===== src/rtl/core/cgil_pkg.sv =====
// Shared types and constants for the cmap glyph index lookup unit.
`default_nettype none
package cgil_pkg;
    localparam logic [3:0] FMT_4  = 4'd4;
    localparam logic [3:0] FMT_6  = 4'd6;
    localparam logic [3:0] FMT_10 = 4'd10;
    localparam logic [3:0] FMT_12 = 4'd12;
    localparam logic [3:0] FMT_13 = 4'd13;

    localparam logic OP_WRITE  = 1'b0;
    localparam logic OP_LOOKUP = 1'b1;

    localparam logic [0:0] CFG_FORMAT   = 1'd0;
    localparam logic [0:0] CFG_SEGCOUNT = 1'd1;

    localparam int AW = 34;

    typedef enum logic [4:0] {
        ST_IDLE,
        ST_WRITE,
        ST_DISPATCH,
        ST_F4_PROBE,
        ST_F4_CMP,
        ST_F4_SEG,
        ST_F4_SEG_W,
        ST_F4_RO,
        ST_F4_RO_W,
        ST_F4_GLYPH,
        ST_F4_GLYPH_W,
        ST_ARR_HDR,
        ST_ARR_HDR_W,
        ST_ARR_RD,
        ST_ARR_RD_W,
        ST_GRP_HDR,
        ST_GRP_HDR_W,
        ST_GRP_LOOP,
        ST_GRP_PROBE,
        ST_GRP_PROBE_W,
        ST_GRP_MATCH,
        ST_DONE
    } cgil_state_t;

    typedef enum logic [3:0] {
        RD_NONE,
        RD_F4_END,
        RD_F4_SEG,
        RD_F4_RO,
        RD_F4_GLYPH,
        RD_ARR_HDR,
        RD_ARR_ELEM,
        RD_GRP_HDR,
        RD_GRP_PROBE
    } cgil_read_t;

    typedef struct packed {
        logic       write_word;
        logic       load_code;
        logic       start_read;
        cgil_read_t read_kind;
        logic [2:0] read_step;
        logic       f4_init;
        logic       f4_cmp;
        logic       ro_calc;
        logic       arr_check;
        logic       grp_init;
        logic       grp_mid;
        logic       grp_cmp;
        logic       grp_match;
        logic       clear_result;
    } cgil_cmd_t;

    typedef struct packed {
        logic search_open;
        logic f4_code_big;
        logic f4_miss;
        logic f4_ro_zero;
        logic arr_miss;
        logic grp_found;
    } cgil_status_t;
endpackage
`default_nettype wire


===== src/rtl/core/cgil_ctrl.sv =====
// Controller: sequences writes, header reads, binary search probes and glyph reads.
`default_nettype none
module cgil_ctrl (
    input  wire                    aclk,
    input  wire                    aresetn,
    input  wire                    s_valid,
    output logic                   s_ready,
    input  wire                    s_operation,
    input  wire  [3:0]             table_format,
    output logic                   m_valid,
    input  wire                    m_ready,
    output cgil_pkg::cgil_cmd_t    cmd,
    input  cgil_pkg::cgil_status_t status
);
    import cgil_pkg::*;

    cgil_state_t state_reg, state_next;
    logic [2:0]  step_reg, step_next;
    logic        mvalid_reg, mvalid_next;

    assign m_valid = mvalid_reg;

    always_ff @(posedge aclk) begin
        if (!aresetn) begin
            state_reg  <= ST_IDLE;
            step_reg   <= '0;
            mvalid_reg <= 1'b0;
        end else begin
            state_reg  <= state_next;
            step_reg   <= step_next;
            mvalid_reg <= mvalid_next;
        end
    end

    always_comb begin
        state_next = state_reg;
        step_next = step_reg;
        mvalid_next = mvalid_reg && !m_ready;
        unique case (state_reg)
            ST_IDLE: begin
                if (s_valid && !mvalid_reg) begin
                    state_next = (s_operation == OP_WRITE) ? ST_IDLE : ST_DISPATCH;
                end
            end
            ST_DISPATCH: begin
                step_next = '0;
                unique case (table_format)
                    FMT_4:  state_next = status.f4_code_big ? ST_DONE : ST_F4_PROBE;
                    FMT_6, FMT_10: state_next = ST_ARR_HDR;
                    FMT_12, FMT_13: state_next = ST_GRP_HDR;
                    default: state_next = ST_DONE;
                endcase
            end
            ST_F4_PROBE: state_next = status.search_open ? ST_F4_CMP : ST_F4_SEG;
            ST_F4_CMP:   state_next = ST_F4_GLYPH_W;
            ST_F4_GLYPH_W: state_next = ST_F4_PROBE;
            ST_F4_SEG: begin
                step_next = step_reg + 3'd1;
                if (step_reg == 3'd3) state_next = ST_F4_SEG_W;
            end
            ST_F4_SEG_W: state_next = ST_F4_RO;
            ST_F4_RO: begin
                if (status.f4_miss) state_next = ST_DONE;
                else if (status.f4_ro_zero) state_next = ST_DONE;
                else state_next = ST_F4_RO_W;
            end
            ST_F4_RO_W:  state_next = ST_F4_GLYPH;
            ST_F4_GLYPH: state_next = ST_WRITE;
            ST_WRITE:    state_next = ST_DONE;
            ST_ARR_HDR: begin
                step_next = step_reg + 3'd1;
                if (step_reg == 3'd5) state_next = ST_ARR_HDR_W;
            end
            ST_ARR_HDR_W: state_next = ST_ARR_RD;
            ST_ARR_RD:   state_next = status.arr_miss ? ST_DONE : ST_ARR_RD_W;
            ST_ARR_RD_W: state_next = ST_F4_RO_W;
            ST_GRP_HDR: begin
                step_next = step_reg + 3'd1;
                if (step_reg == 3'd3) state_next = ST_GRP_HDR_W;
            end
            ST_GRP_HDR_W: state_next = ST_GRP_LOOP;
            ST_GRP_LOOP: begin
                step_next = '0;
                state_next = status.search_open ? ST_GRP_PROBE : ST_DONE;
            end
            ST_GRP_PROBE: begin
                step_next = step_reg + 3'd1;
                if (step_reg == 3'd5) state_next = ST_GRP_PROBE_W;
            end
            ST_GRP_PROBE_W: state_next = status.grp_found ? ST_GRP_MATCH : ST_GRP_LOOP;
            ST_GRP_MATCH: state_next = ST_DONE;
            ST_DONE: begin
                state_next = ST_IDLE;
                mvalid_next = 1'b1;
            end
            default: state_next = ST_IDLE;
        endcase
    end

    always_comb begin
        cmd = '0;
        s_ready = 1'b0;
        unique case (state_reg)
            ST_IDLE: begin
                s_ready = !mvalid_reg;
                cmd.load_code = 1'b1;
                cmd.write_word = s_valid && !mvalid_reg && (s_operation == OP_WRITE);
            end
            ST_DISPATCH: begin
                cmd.clear_result = 1'b1;
                cmd.f4_init = (table_format == FMT_4);
            end
            ST_F4_PROBE: begin
                cmd.start_read = 1'b1;
                cmd.read_kind = RD_F4_END;
            end
            ST_F4_CMP: cmd.read_kind = RD_NONE;
            ST_F4_GLYPH_W: cmd.f4_cmp = 1'b1;
            ST_F4_SEG: begin
                cmd.start_read = 1'b1;
                cmd.read_kind = RD_F4_SEG;
                cmd.read_step = step_reg;
            end
            ST_F4_RO: begin
                cmd.ro_calc = !status.f4_miss;
                cmd.read_kind = RD_NONE;
            end
            ST_F4_RO_W: begin
                cmd.start_read = 1'b1;
                cmd.read_kind = RD_F4_GLYPH;
                cmd.read_step = 3'd4;
            end
            ST_WRITE: begin
                cmd.read_kind = RD_F4_GLYPH;
                cmd.arr_check = (table_format == FMT_4);
                if (table_format != FMT_4) cmd.read_kind = RD_ARR_ELEM;
                cmd.arr_check = 1'b1;
            end
            ST_ARR_HDR: begin
                cmd.start_read = 1'b1;
                cmd.read_kind = RD_ARR_HDR;
                cmd.read_step = step_reg;
            end
            ST_ARR_RD: cmd.arr_check = 1'b1;
            ST_GRP_HDR: begin
                cmd.start_read = 1'b1;
                cmd.read_kind = RD_GRP_HDR;
                cmd.read_step = step_reg;
            end
            ST_GRP_HDR_W: cmd.grp_init = 1'b1;
            ST_GRP_LOOP: cmd.grp_mid = 1'b1;
            ST_GRP_PROBE: begin
                cmd.start_read = 1'b1;
                cmd.read_kind = RD_GRP_PROBE;
                cmd.read_step = step_reg;
            end
            ST_GRP_PROBE_W: cmd.grp_cmp = 1'b1;
            ST_GRP_MATCH: cmd.grp_match = 1'b1;
            default: cmd = '0;
        endcase
    end
endmodule
`default_nettype wire


===== config.mk =====
export PLATFORM = sky130hd
export DESIGN_NAME = cgil_ctrl
export DESIGN_NICKNAME = d
export VERILOG_FILES = /design/src/rtl/core/cgil_pkg.sv /design/src/rtl/core/cgil_ctrl.sv
export SDC_FILE = /design/constraint.sdc
export NUM_CORES = 1
export LEC_CHECK = 0
export ABC_AREA = 1
export ABC_CLOCK_PERIOD_IN_PS = 3400
export BUFFER_PORTS_ARGS = -buffer_cell sky130_fd_sc_hd__buf_2
export CAP_MARGIN = 15
export CELL_PAD_IN_SITES_DETAIL_PLACEMENT = 1
export CELL_PAD_IN_SITES_GLOBAL_PLACEMENT = 1
export CORE_MARGIN = 3
export CORE_UTILIZATION = 36
export CTS_CLUSTER_DIAMETER = 40
export DETAILED_ROUTE_END_ITERATION = 8
export PLACE_DENSITY = 0.93
export SETUP_SLACK_MARGIN = 0.05
export SYNTH_ARGS = -nofsm -noshare
export SYNTH_HDL_FRONTEND = slang
export SYNTH_SLANG_ARGS = --single-unit

===== constraint.sdc =====
create_clock -name aclk -period 3.4 [get_ports aclk]
set_clock_uncertainty 0.05 [all_clocks]
set_input_delay 0 -clock aclk [delete_from_list [all_inputs] [get_ports aclk]]
set_output_delay 0 -clock aclk [all_outputs]
set_load 0.005 [all_outputs]

Word-level counts from Yosys, hierarchy flattened

Cells that the tools add are included.

Bitwise gates (word level): 1
Equal/unequal tests: 34
Reduce and logical (&&, ||, !) cells: 16
Muxes and demuxes: 32
$add $sub $neg: 1

Operator list:

| kind                                                   | number |
|---|---|
| case mux 5 bit (20 select lines)                       | 1 |
| two-way mux 5 bit                                      | 9 |
| equality test 5 x 4 -> 1 bit (second input constant)   | 8 |
| equality test 5 bit (second input constant)            | 6 |
| case mux 4 bit (7 select lines)                        | 1 |
| equality test 5 x 3 -> 1 bit (second input constant)   | 4 |
| case mux 5 bit (3 select lines)                        | 1 |
| two-way mux 1 bit                                      | 13 |
| equality test 4 bit (second input constant)            | 3 |
| case mux 3 bit (2 select lines)                        | 2 |
| equality test 5 x 2 -> 1 bit (second input constant)   | 2 |
| inequality test 2 bit (second input constant)          | 5 |
| OR reduction 2 bit                                     | 5 |
| equality test 4 x 3 -> 1 bit (second input constant)   | 2 |
| two-way mux 2 bit                                      | 3 |
| two-way mux 3 bit                                      | 2 |
| OR reduction 6 bit                                     | 1 |
| equality test 5 x 1 -> 1 bit (second input constant)   | 1 |
| zero test 5 bit                                        | 1 |
| AND reduction 5 bit                                    | 1 |
| inequality test 4 x 3 -> 1 bit (second input constant) | 1 |
| OR reduction 4 bit                                     | 1 |
| adder 3 x 1 -> 3 bit (second input constant)           | 1 |
| equality test 3 x 2 -> 1 bit (second input constant)   | 1 |
| 5 further kinds                                        | 9 |

Input port bits: 15
Output and inout bits: 21
Word-level logic and storage cells: 87
Bits in registers: 9

Logic depth before layout (Yosys ltp)

Gate-level depths: netlist of the first run.

Word-level depth: 4
Gate-level depth with buffers: 12

Worst setup path after synthesis of the first run

OpenSTA, ideal clock, no wires.

Path type: register -> register
Start: reg state_reg[4]
End: reg state_reg[0]
Arrival time: 1235 ps
Period minus slack after synthesis: 1404 ps
Setup time: 120 ps
Data required time: 3230 ps
Cell stages (with the launch flop): 13
Setup slack: 1996 ps
Cell sequence: dfxtp_1 > buf_6 > inv_4 > nand3_1 > inv_2 > nand2_1 > nand2_4 > nand2_2 > nand2_2 > nor2_4 > clkinv_2 > nand2_1 > a21oi_1

Cells in the longest elaborated chain, start to end: 3
Elaborated cells on any way between the ends: 29

RTL lines:

| what                                                                                | line            | RTL |
|---|---|---|
| start: declaration                                                                  | cgil_ctrl.sv:17 | `cgil_state_t state_reg, state_next;` |
| start signal: assignment                                                            | cgil_ctrl.sv:29 | `state_reg <= state_next;` |
| equality test 5 x 1 -> 1 bit, or another cell as far along                          | cgil_ctrl.sv:39 | `unique case (state_reg)` |
| OR reduction 2 bit (no source line) / inequality test 2 bit (equally long branches) | n/a             |  |
| case mux 5 bit (20 select lines) / AND reduction 5 bit (equally long branches)      | n/a             |  |

Several ways; a longest one is shown, not always the timed one.
A chain may end at the register's enable or synchronous reset.

==> out/qor.yml, run 1 <==
area_growth_pct: 22.5
place.gp.congestion: 0.829
die_w_um: 61.9
rsz0062_at_grt: "false"
drive_gt1_share_pct: 29.2
arrival_ps: 1860
ant_nets: 0
fmax_ghz: 0.522
largest_register_ff_count: 5
status: "finished clean"
cp_slowest_cell: "dfxtp_1"
nets: 259
cts_resized: 0
required_ps: 3350
drv_cap: 0
p_seq_share_pct: 21.9
first_pass_iters: 4
internal-power_uw: 364
hold_viol_final: 0
critical_path_class: "register to primary output"
layout.cells.most_common: "nand2_1"
drt-wirelength-per-cell_um: 12.7
yosysWarnings: 0
worst_pin_slew_ps: 393
crit_top_cell: "nand2_2"
clkTransAtPathRegs_ps: 70
grtUsageMet2_pct: 37.4
yosys-top-cells-area: "nand2_1 (16%), dfxtp_1 (16%), inv_1 (11%)"
hp-class: "input pin to register"
core_area_mm2: 0.00288
die_y_um: 61.9
cp_max_fo: 9
n_antenna_cell: 0
start_util_pct: 39.1
vias: 1324
setup_tns_ps: 0
clockBufferDepth: 2
start_kind: "register"
worstSkewPairLatency_ps: 270
grt_busiest_layer: "met2"
wl_um: 3580
antenna_found_initial: 0
syn-cell-area_mm2: 0.00112
initialDrtViolationCount: 35
syn_inst: 201
cts_tree: "yes"
use_met3_pct: 2.89
netSwitchingFraction_pct: 55.8
yosysTopAreaCell: "nand2_1"
pin_count: 36
syn_nets: 219
synth_top_area_share_pct: 16.4
grt_pass1_wl_um: 5840
slowest_delay_ps: 560
cts_buffers: 3
vias_per_cell: 4.70
critPathCaptureType: "primary output"
drcViolationCount: 0
cts_sinks: 9
netlist-cell-type-count: 24
grt_max_degree: 10
clock_tree.root_cell: "clkbuf_4"
finalCriticalPeriod_ps: 1910
final_cell_mix: "nand2_1 (49), buf_2 (35), inv_1 (32)"
p_clk_share_pct: 10.7
ir_drop_v: 0.000291
gr-usage-met1_pct: 24.4
drv_slew: 0
power.switching_uw: 460
hpwl_um: 3100
grt_pass1_vias: 1326
relSlewSlack_pct: 73.8
dieArea_mm2: 0.00383
portBuffers: 35
ys_seq_elements: 9
htreeDepth: 1
fp-row-count: 19
p_leak_uw: 0.000825
final-setup-viol-count: 0
ys_seq_area_share_pct: 16.0
grtUsageTotal_pct: 20.3
hold_slack_ps: 24.2
gr-total-overflow: 0
comb_power_share_pct: 67.3
postSynthAreaPerCell_um2: 5.60
power.density_mw_per_mm2: 598
post-route-period-util_pct: 56.3
worstPathCellList: "inv_4, nand3_1, inv_2, nand2_2, nand2_2, nor2_2, o21ai_0, buf_2"
[synthesized netlist by cell type]
library cell and n:
ha_1 3, nand2_2 7, nor4_1 1, a21oi_1 10, nor3_1 5, nand4_1 2
nor2_1 28, dfxtp_1 9, nand2_1 49, nand2_4 1, nand3b_1 2, buf_6 1
inv_4 1, o21ai_0 2, clkinv_2 1, clkinv_1 1, and2_1 2, inv_2 9
nand3_4 2, inv_1 32, or2_0 2, nor2_2 4, nand3_1 20, nor2_4 7
[critical path, delay by kind of cell (launching register included)]
family	cells	cell delay [ps]
AND/OR/NAND/NOR	4	590
flip-flops	1	560
buffers and inverters	3	330
AO/OA/AOI/OAI	1	120
[cell families after synthesis]
| group | Yosys count | synth area share, % |
|---|---|---|
| fa+ha+maj | 3 | 3.34 |
| buf+inv | 45 | 16.0 |
| compound gates | 12 | 5.34 |
| simple gates | 132 | 59.3 |
| flops | 9 | 16.0 |
[per-stage QoR]
| step | total power [µW] | cell area [µm²] | std cells | util, % | setup slack [ps] |
|---|---|---|---|---|---|
| finish | 823 | 1380 | 282 | 47.9 | 1490 |
| global route | 908 | 1380 | 282 | 47.9 | 1280 |
| CTS | 828 | 1380 | 282 | 47.9 | 1500 |
| detailed placement | 737 | 1340 | 277 | 46.6 | 1560 |
| global placement | 715 | 1340 | 277 | 46.6 | 1680 |
| floorplan | 566 | 1120 | 201 | - | 2000 |
[area by class of cell]
| class | instances | area (µm²) |
|---|---|---|
| repair buffers | 36 | 185 |
| well taps | 42 | 52.6 |
| inverters | 44 | 169 |
| multi-input cells | 147 | 764 |
| clock buffers | 4 | 26.3 |
| fillers | 439 | 1500 |
| flip-flops and latches | 9 | 180 |
[power groups by stage]
stage                     combinational, µW  clock [µW]  sequential [µW]
after floorplan                         406           0              160
after global placement                  534           0              181
after detailed placement                553           0              183
after CTS                               556        91.1              181
after global routing                    624        98.3              186
final                                   554        88.3              181
[what timing repair did]
| item | in CTS | in global routing |
|---|---|---|
| hold buffers | 1 | 0 |
| hold endpoints to repair | 1 | 0 |
| buffers inserted | 0 | 0 |
[layer usage]
| metal | vias to the layer above | part of all wire (%) |
|---|---|---|
| met2 | 25 | 51 |
| met4 | 0 | 0.59 |
| met5 | - | 0 |
| met3 | 2 | 3.3 |
| met1 | 606 | 45 |
| li1 | 691 | - |
[worst paths after layout]
| path | startpoint | endpoint | slack, ps | cells past startpoint |
|---|---|---|---|---|
| setup / recovery | state_reg[4]$_SDFFE_PN0P_ | cmd[11] | 1490 | 8 |
| hold / removal | aresetn | state_reg[2]$_SDFFE_PN0P_ | 20 | 3 |
| setup reg to reg | state_reg[4]$_SDFFE_PN0P_ | step_reg[1]$_SDFFE_PN0P_ | 1520 | 10 |
| hold reg to reg | step_reg[2]$_SDFFE_PN0P_ | step_reg[2]$_SDFFE_PN0P_ | 450 | 2 |
Note: power is estimated with default switching activity, not from simulation.
==> run 2: changes to the inputs <==
--- a/config.mk
+++ b/config.mk
@@ -6,16 +6,16 @@
 export NUM_CORES = 1
 export LEC_CHECK = 0
 export ABC_AREA = 1
-export ABC_CLOCK_PERIOD_IN_PS = 3400
+export ABC_CLOCK_PERIOD_IN_PS = 2000
 export BUFFER_PORTS_ARGS = -buffer_cell sky130_fd_sc_hd__buf_2
 export CAP_MARGIN = 15
 export CELL_PAD_IN_SITES_DETAIL_PLACEMENT = 1
 export CELL_PAD_IN_SITES_GLOBAL_PLACEMENT = 1
 export CORE_MARGIN = 3
-export CORE_UTILIZATION = 36
+export CORE_UTILIZATION = 33
 export CTS_CLUSTER_DIAMETER = 40
 export DETAILED_ROUTE_END_ITERATION = 8
-export PLACE_DENSITY = 0.93
+export PLACE_DENSITY = 0.87
 export SETUP_SLACK_MARGIN = 0.05
 export SYNTH_ARGS = -nofsm -noshare
 export SYNTH_HDL_FRONTEND = slang
==> constraint.sdc (replaced) <==
create_clock -name aclk -period 2 [get_ports aclk]
set_clock_uncertainty 0.05 [all_clocks]
set_input_delay 0 -clock aclk [delete_from_list [all_inputs] [get_ports aclk]]
set_output_delay 0 -clock aclk [all_outputs]
set_load 0.005 [all_outputs]
==> run 2 against run 1 <==
Effect of this change: worst setup slack worse by 1300 ps; highest routed layer is now met3; clock power up 53%; combinational power up 68%; count of clock-buffer cells in the layout unchanged; largest power group unchanged; critical endpoint is now state_reg[4]$_SDFFE_PN0P_; sequential power up 69%.
==> out/qor.yml, run 2 (synthesized netlist as in run 1, its figures left out) <==
ff2ff_path_depth: 9  # -1
portBuffers: 35  # unchanged
first_pass_iters: 4  # unchanged
cts_sinks: 9  # unchanged
drv_cap: 0  # unchanged
worstPathCellList: "nor2_4, inv_1, nor2_4, nand2_1, nor2_1, inv_1, nand3_1, nand2_1, a21oi_1"
multi_input_area_um2: 764  # unchanged
post-route-period-util_pct: 88.2
final-setup-viol-count: 0  # unchanged
vias_per_cell: 4.61  # -1.8%
drv_slew: 0  # unchanged
hpwl_um: 3100  # about the same
gr-total-overflow: 0  # unchanged
power.density_mw_per_mm2: 995  # +66%
place.gp.congestion: 0.919  # +11%
fin_area_mm2: 0.00138  # +0.27%
cts_tree: "yes"
drt-wirelength-per-cell_um: 12.3  # -2.9%
grt_pass1_wl_um: 5800  # -0.82%
arrival_ps: 1880  # +20 ps
wl_um: 3500  # -2.2%
clock_tree.root_cell: "clkbuf_4"
cts_buffers: 3  # unchanged
status: "finished clean"
nets: 259  # unchanged
rsz0062_at_grt: "true"
hold_depth: 3  # unchanged
cp_max_fo: 8  # -1
dieArea_mm2: 0.00414  # +8.2%
place_area_mm2: 0.00134  # +0.19%
dp.cells: 279  # +0.72%
rrSetupSlack_ps: 240  # -1280 ps
fillers: 490  # +12%
clkTransAtPathRegs_ps: 60  # about the same
largest_register_ff_count: 5  # unchanged
grt_pass1_vias: 1325  # -0.075%
hold_viol_final: 0  # unchanged
n_antenna_cell: 0  # unchanged
slowest_delay_ps: 390  # -170 ps
worst_pin_slew_ps: 376  # -17.3 ps
hold_slack_ps: 44.8  # +20.6 ps
hp-class: "input pin to register"
cp_slowest_cell: "dfxtp_1"
ant_nets: 0  # unchanged
final_cell_count_no_fill: 284  # +0.71%
vias: 1309  # -1.1%
fmax_ghz: 0.567
antenna_found_initial: 0  # unchanged
layout.cells.most_common: "nand2_1"
initialDrtViolationCount: 70  # +100%
setup_tns_ps: 0  # unchanged
drcViolationCount: 0  # unchanged
worstSkewPairLatency_ps: 250  # -20 ps
grtUsageTotal_pct: 17.4  # -2.9 points
critPathCaptureType: "register"
pin_count: 36  # unchanged
clockBufferDepth: 2  # unchanged
critical_path_class: "register to register"
seqCellArea_um2: 181  # +0.69%
p_leak_uw: 0.000826  # about the same
required_ps: 2110  # -1240 ps
die_y_um: 64.4  # +4.0%
area_growth_pct: 22.8
start_util_pct: 35.7  # -3.4 points
relSlewSlack_pct: 74.9  # +1.2 points
htreeDepth: 1  # unchanged
grt_max_degree: 10  # unchanged
start_kind: "register"
drive_gt1_share_pct: 29.6  # +0.42 points
cts_setup_buffers: 0  # unchanged
fp-row-count: 20  # +1
ir_drop_v: 0.000476  # +64%
final_cell_mix: "nand2_1 (49), buf_2 (35), inv_1 (32)"
finalCriticalPeriod_ps: 1760
die_w_um: 64.4  # +4.0%
core_area_mm2: 0.00315  # +9.6%
## run 2: cell counts in the layout (fill, tap and decap cells not counted)
No cell type changed its count.
## run 2: critical path, delay by kind of cell (launching register included)
kind	cells	cell delay, ps
buffers and inverters	2	180
AND/OR/NAND/NOR	6	870
flip-flops	1	390
AO/OA/AOI/OAI	1	170
## run 2: layout make-up
type | count | share of cell area [%]
well taps | 44 | 3.99
repair buffers | 36 | 13.4
clock buffers | 4 | 1.90
flip-flops and latches | 9 | 13.1
inverters | 44 | 12.2
multi-input cells | 147 | 55.3
## run 2: power breakdown
part,switching (µW),internal [µW]
clock,58.1,76.5
sequential,86.6,220
combinational,609,324
## run 2: through the flow
stage,worst slack [ps],power [µW],util (%)
floorplan,596,962,-
global placement,289,1240,42.6
detailed placement,233,1250,42.6
CTS,145,1390,43.8
global route,50.8,1520,43.8
finish,236,1370,43.8
## run 2: path summary, 6_finish.rpt
path | end | start
max | state_reg[4]$_SDFFE_PN0P_ | state_reg[3]$_SDFFE_PN0P_
min | state_reg[3]$_SDFFE_PN0P_ | aresetn
max reg2reg | state_reg[4]$_SDFFE_PN0P_ | state_reg[3]$_SDFFE_PN0P_
min reg2reg | step_reg[1]$_SDFFE_PN0P_ | step_reg[1]$_SDFFE_PN0P_
## run 2: what timing repair did
item	CTS	global route
resized for setup	0	1
hold endpoints to repair	1	0
setup endpoints to repair	0	5
hold buffers	1	0
## run 2: metal layers
| metal | share of wire (%) | wire length [µm] | global-route usage [%] | up-vias |
|---|---|---|---|---|
| met4 | 0 | 0 | 0 | 0 |
| met2 | 49 | 1730 | 32.3 | 29 |
| li1 | - | - | - | 695 |
| met5 | 0 | 0 | 0 | - |
| met3 | 3.5 | 124 | 3.16 | 0 |
| met1 | 47 | 1650 | 21.9 | 585 |
==> run 3: changes to the inputs <==
--- a/config.mk
+++ b/config.mk
@@ -15,7 +15,7 @@
 export CORE_UTILIZATION = 33
 export CTS_CLUSTER_DIAMETER = 40
 export DETAILED_ROUTE_END_ITERATION = 8
-export PLACE_DENSITY = 0.87
+export PLACE_DENSITY = 0.79
 export SETUP_SLACK_MARGIN = 0.05
 export SYNTH_ARGS = -nofsm -noshare
 export SYNTH_HDL_FRONTEND = slang
==> run 3 against run 2 <==
Effect of this change: flip-flop and latch count unchanged; sequential power about the same; register-to-register slack better by 60 ps; sequential share of layout area down 0.071 points; routed wire length up 0.29%; combinational power rose by 1%.
==> out/qor.yml, run 3 (synthesized netlist as in run 1, its figures left out) <==
drive_gt1_share_pct: 29.9  # +0.29 points
antenna_found_initial: 0  # unchanged
wl_um: 3510  # +0.29%
fp-row-count: 20  # unchanged
p_clk_share_pct: 10.7  # +0.9 points
rsz0062_at_grt: "false"
clock_tree.root_cell: "clkbuf_4"
fin_area_mm2: 0.00139  # +0.54%
htreeDepth: 1  # unchanged
gr-total-overflow: 0  # unchanged
arrival_ps: 1710  # -170 ps
die_w_um: 64.4  # unchanged
ff2ff_path_depth: 9  # unchanged
initialDrtViolationCount: 65  # -7.1%
fmax_ghz: 0.569  # +0.39%
ir_drop_v: 0.000358  # -25%
hold_depth: 3  # unchanged
start_util_pct: 35.7  # unchanged
netSwitchingFraction_pct: 55.3  # +0.43 points
final-setup-viol-count: 0  # unchanged
first_pass_iters: 4  # unchanged
vias_per_cell: 4.73  # +2.5%
dieArea_mm2: 0.00414  # unchanged
utilization_pct: 44.0  # +0.24 points
cts_buffers: 3  # unchanged
worst_hold_path.endpoint: "step_reg[2]$_SDFFE_PN0P_"
relSlewSlack_pct: 74.9  # about the same
cp_max_fo: 9  # +1
power.density_mw_per_mm2: 1010  # +1.5%
pin_count: 36  # unchanged
cts_tree: "yes"
start_kind: "register"
grt_max_degree: 10  # unchanged
required_ps: 1950  # -160 ps
layout.cells.most_common: "nand2_1"
p_leak_uw: 0.000830  # +0.51%
post-route-period-util_pct: 87.9  # -0.34 points
ant_nets: 0  # unchanged
cts_sinks: 9  # unchanged
place.gp.congestion: 0.943  # +2.7%
drt-wirelength-per-cell_um: 12.3  # about the same
largest_register_ff_count: 5  # unchanged
comb_power_share_pct: 67.3  # -0.6 points
rrSetupSlack_ps: 300  # +60 ps
core_area_mm2: 0.00315  # unchanged
r2r-end: "state_reg[1]$_SDFFE_PN0P_"
grt_pass1_vias: 1296  # -2.2%
p_seq_share_pct: 22.0  # -0.3 points
n_antenna_cell: 0  # unchanged
die_y_um: 64.4  # unchanged
critical_path_class: "register to primary output"
drv_slew: 0  # unchanged
cts_setup_buffers: 0  # unchanged
place_area_mm2: 0.00135  # +0.56%
power.switching_uw: 775  # +2.8%
setup_tns_ps: 0  # unchanged
finalCriticalPeriod_ps: 1760  # -6.82 ps
status: "finished clean"
hold_viol_final: 0  # unchanged
area_growth_pct: 23.5
min_from: "aresetn"
critPathCaptureType: "primary output"
final_cell_mix: "nand2_1 (49), buf_2 (35), inv_1 (32)"
vias: 1347  # +2.9%
portBuffers: 35  # unchanged
clkTransAtPathRegs_ps: 70  # about the same
drcViolationCount: 0  # unchanged
grtUsageTotal_pct: 17.9  # +0.58 points
worstSkewPairLatency_ps: 270  # +20 ps
rr_startpoint: "state_reg[3]$_SDFFE_PN0P_"
nets: 260  # +0.39%
drv_cap: 0  # unchanged
grt_pass1_wl_um: 5840  # +0.83%
worst_pin_slew_ps: 376  # +0.514 ps
hp-class: "input pin to register"
clockBufferDepth: 2  # unchanged
internal-power_uw: 627  # +1.1%
hpwl_um: 3010  # -2.9%
==> run 3: cell types whose count changed in the layout (fill, tap and decap cells not counted), sizes merged <==
cell,delta
buf,+1
==> run 3: worst max path at each step <==
stage	to	cells past startpoint	slack, ps	startpoint
finish	cmd[11]	8	240	state_reg[4]$_SDFFE_PN0P_
detailed placement	step_reg[2]$_SDFFE_PN0P_	10	200	state_reg[4]$_SDFFE_PN0P_
global placement	step_reg[1]$_SDFFE_PN0P_	10	280	state_reg[4]$_SDFFE_PN0P_
global route	state_reg[4]$_SDFFE_PN0P_	9	90	state_reg[3]$_SDFFE_PN0P_
CTS	cmd[11]	8	90	state_reg[4]$_SDFFE_PN0P_
floorplan	state_reg[0]$_SDFFE_PN0P_	12	600	state_reg[4]$_SDFFE_PN0P_
==> run 3: metrics by stage <==
stage          hold slack (ps)  power, µW  std cells  setup WS, ps
2_1_floorplan            -18.9        962        201           596
3_3_place_gp               185       1240        280           284
3_5_place_dp               187       1260        280           202
4_1_cts                   25.5       1420        285          86.8
5_1_grt                   72.7       1550        285          92.4
6_report                  34.3       1400        285           242
==> run 3: critical path, cell delays in order (launching register included) <==
cell and delay, ps:
dfxtp_2 450, inv_4 100, nand3_1 140, inv_2 70
nand2_1 120, nand2_4 70, nor2_2 210, o21ai_0 120
buf_2 140
==> run 3: what timing repair did <==
action,CTS,global route
setup endpoints to repair,0,5
hold endpoints to repair,1,0
gates resized for setup,0,1
hold buffers,1,0
==> run 3: layer usage <==
metal  GRT usage [%]  part of all wire (%)
met5               0                     0
met4            7.65                   2.3
met3            2.28                   5.7
met2            29.4                    45
met1            23.4                    47
==> run 3: power groups by stage <==
stage	clock (µW)	combinational (µW)	sequential, µW
3_3_place_gp	0	934	307
6_report	150	944	308
2_1_floorplan	0	690	272
5_1_grt	169	1070	316
3_5_place_dp	0	947	308
4_1_cts	163	955	304
==> run 3: cell type report <==
class	count	area [µm²]
tap	44	55.1
inverter	44	169
multi-input combinational	147	764
sequential	9	181
timing repair buffer	37	193
clock buffer	4	26.3
fill	486	1760
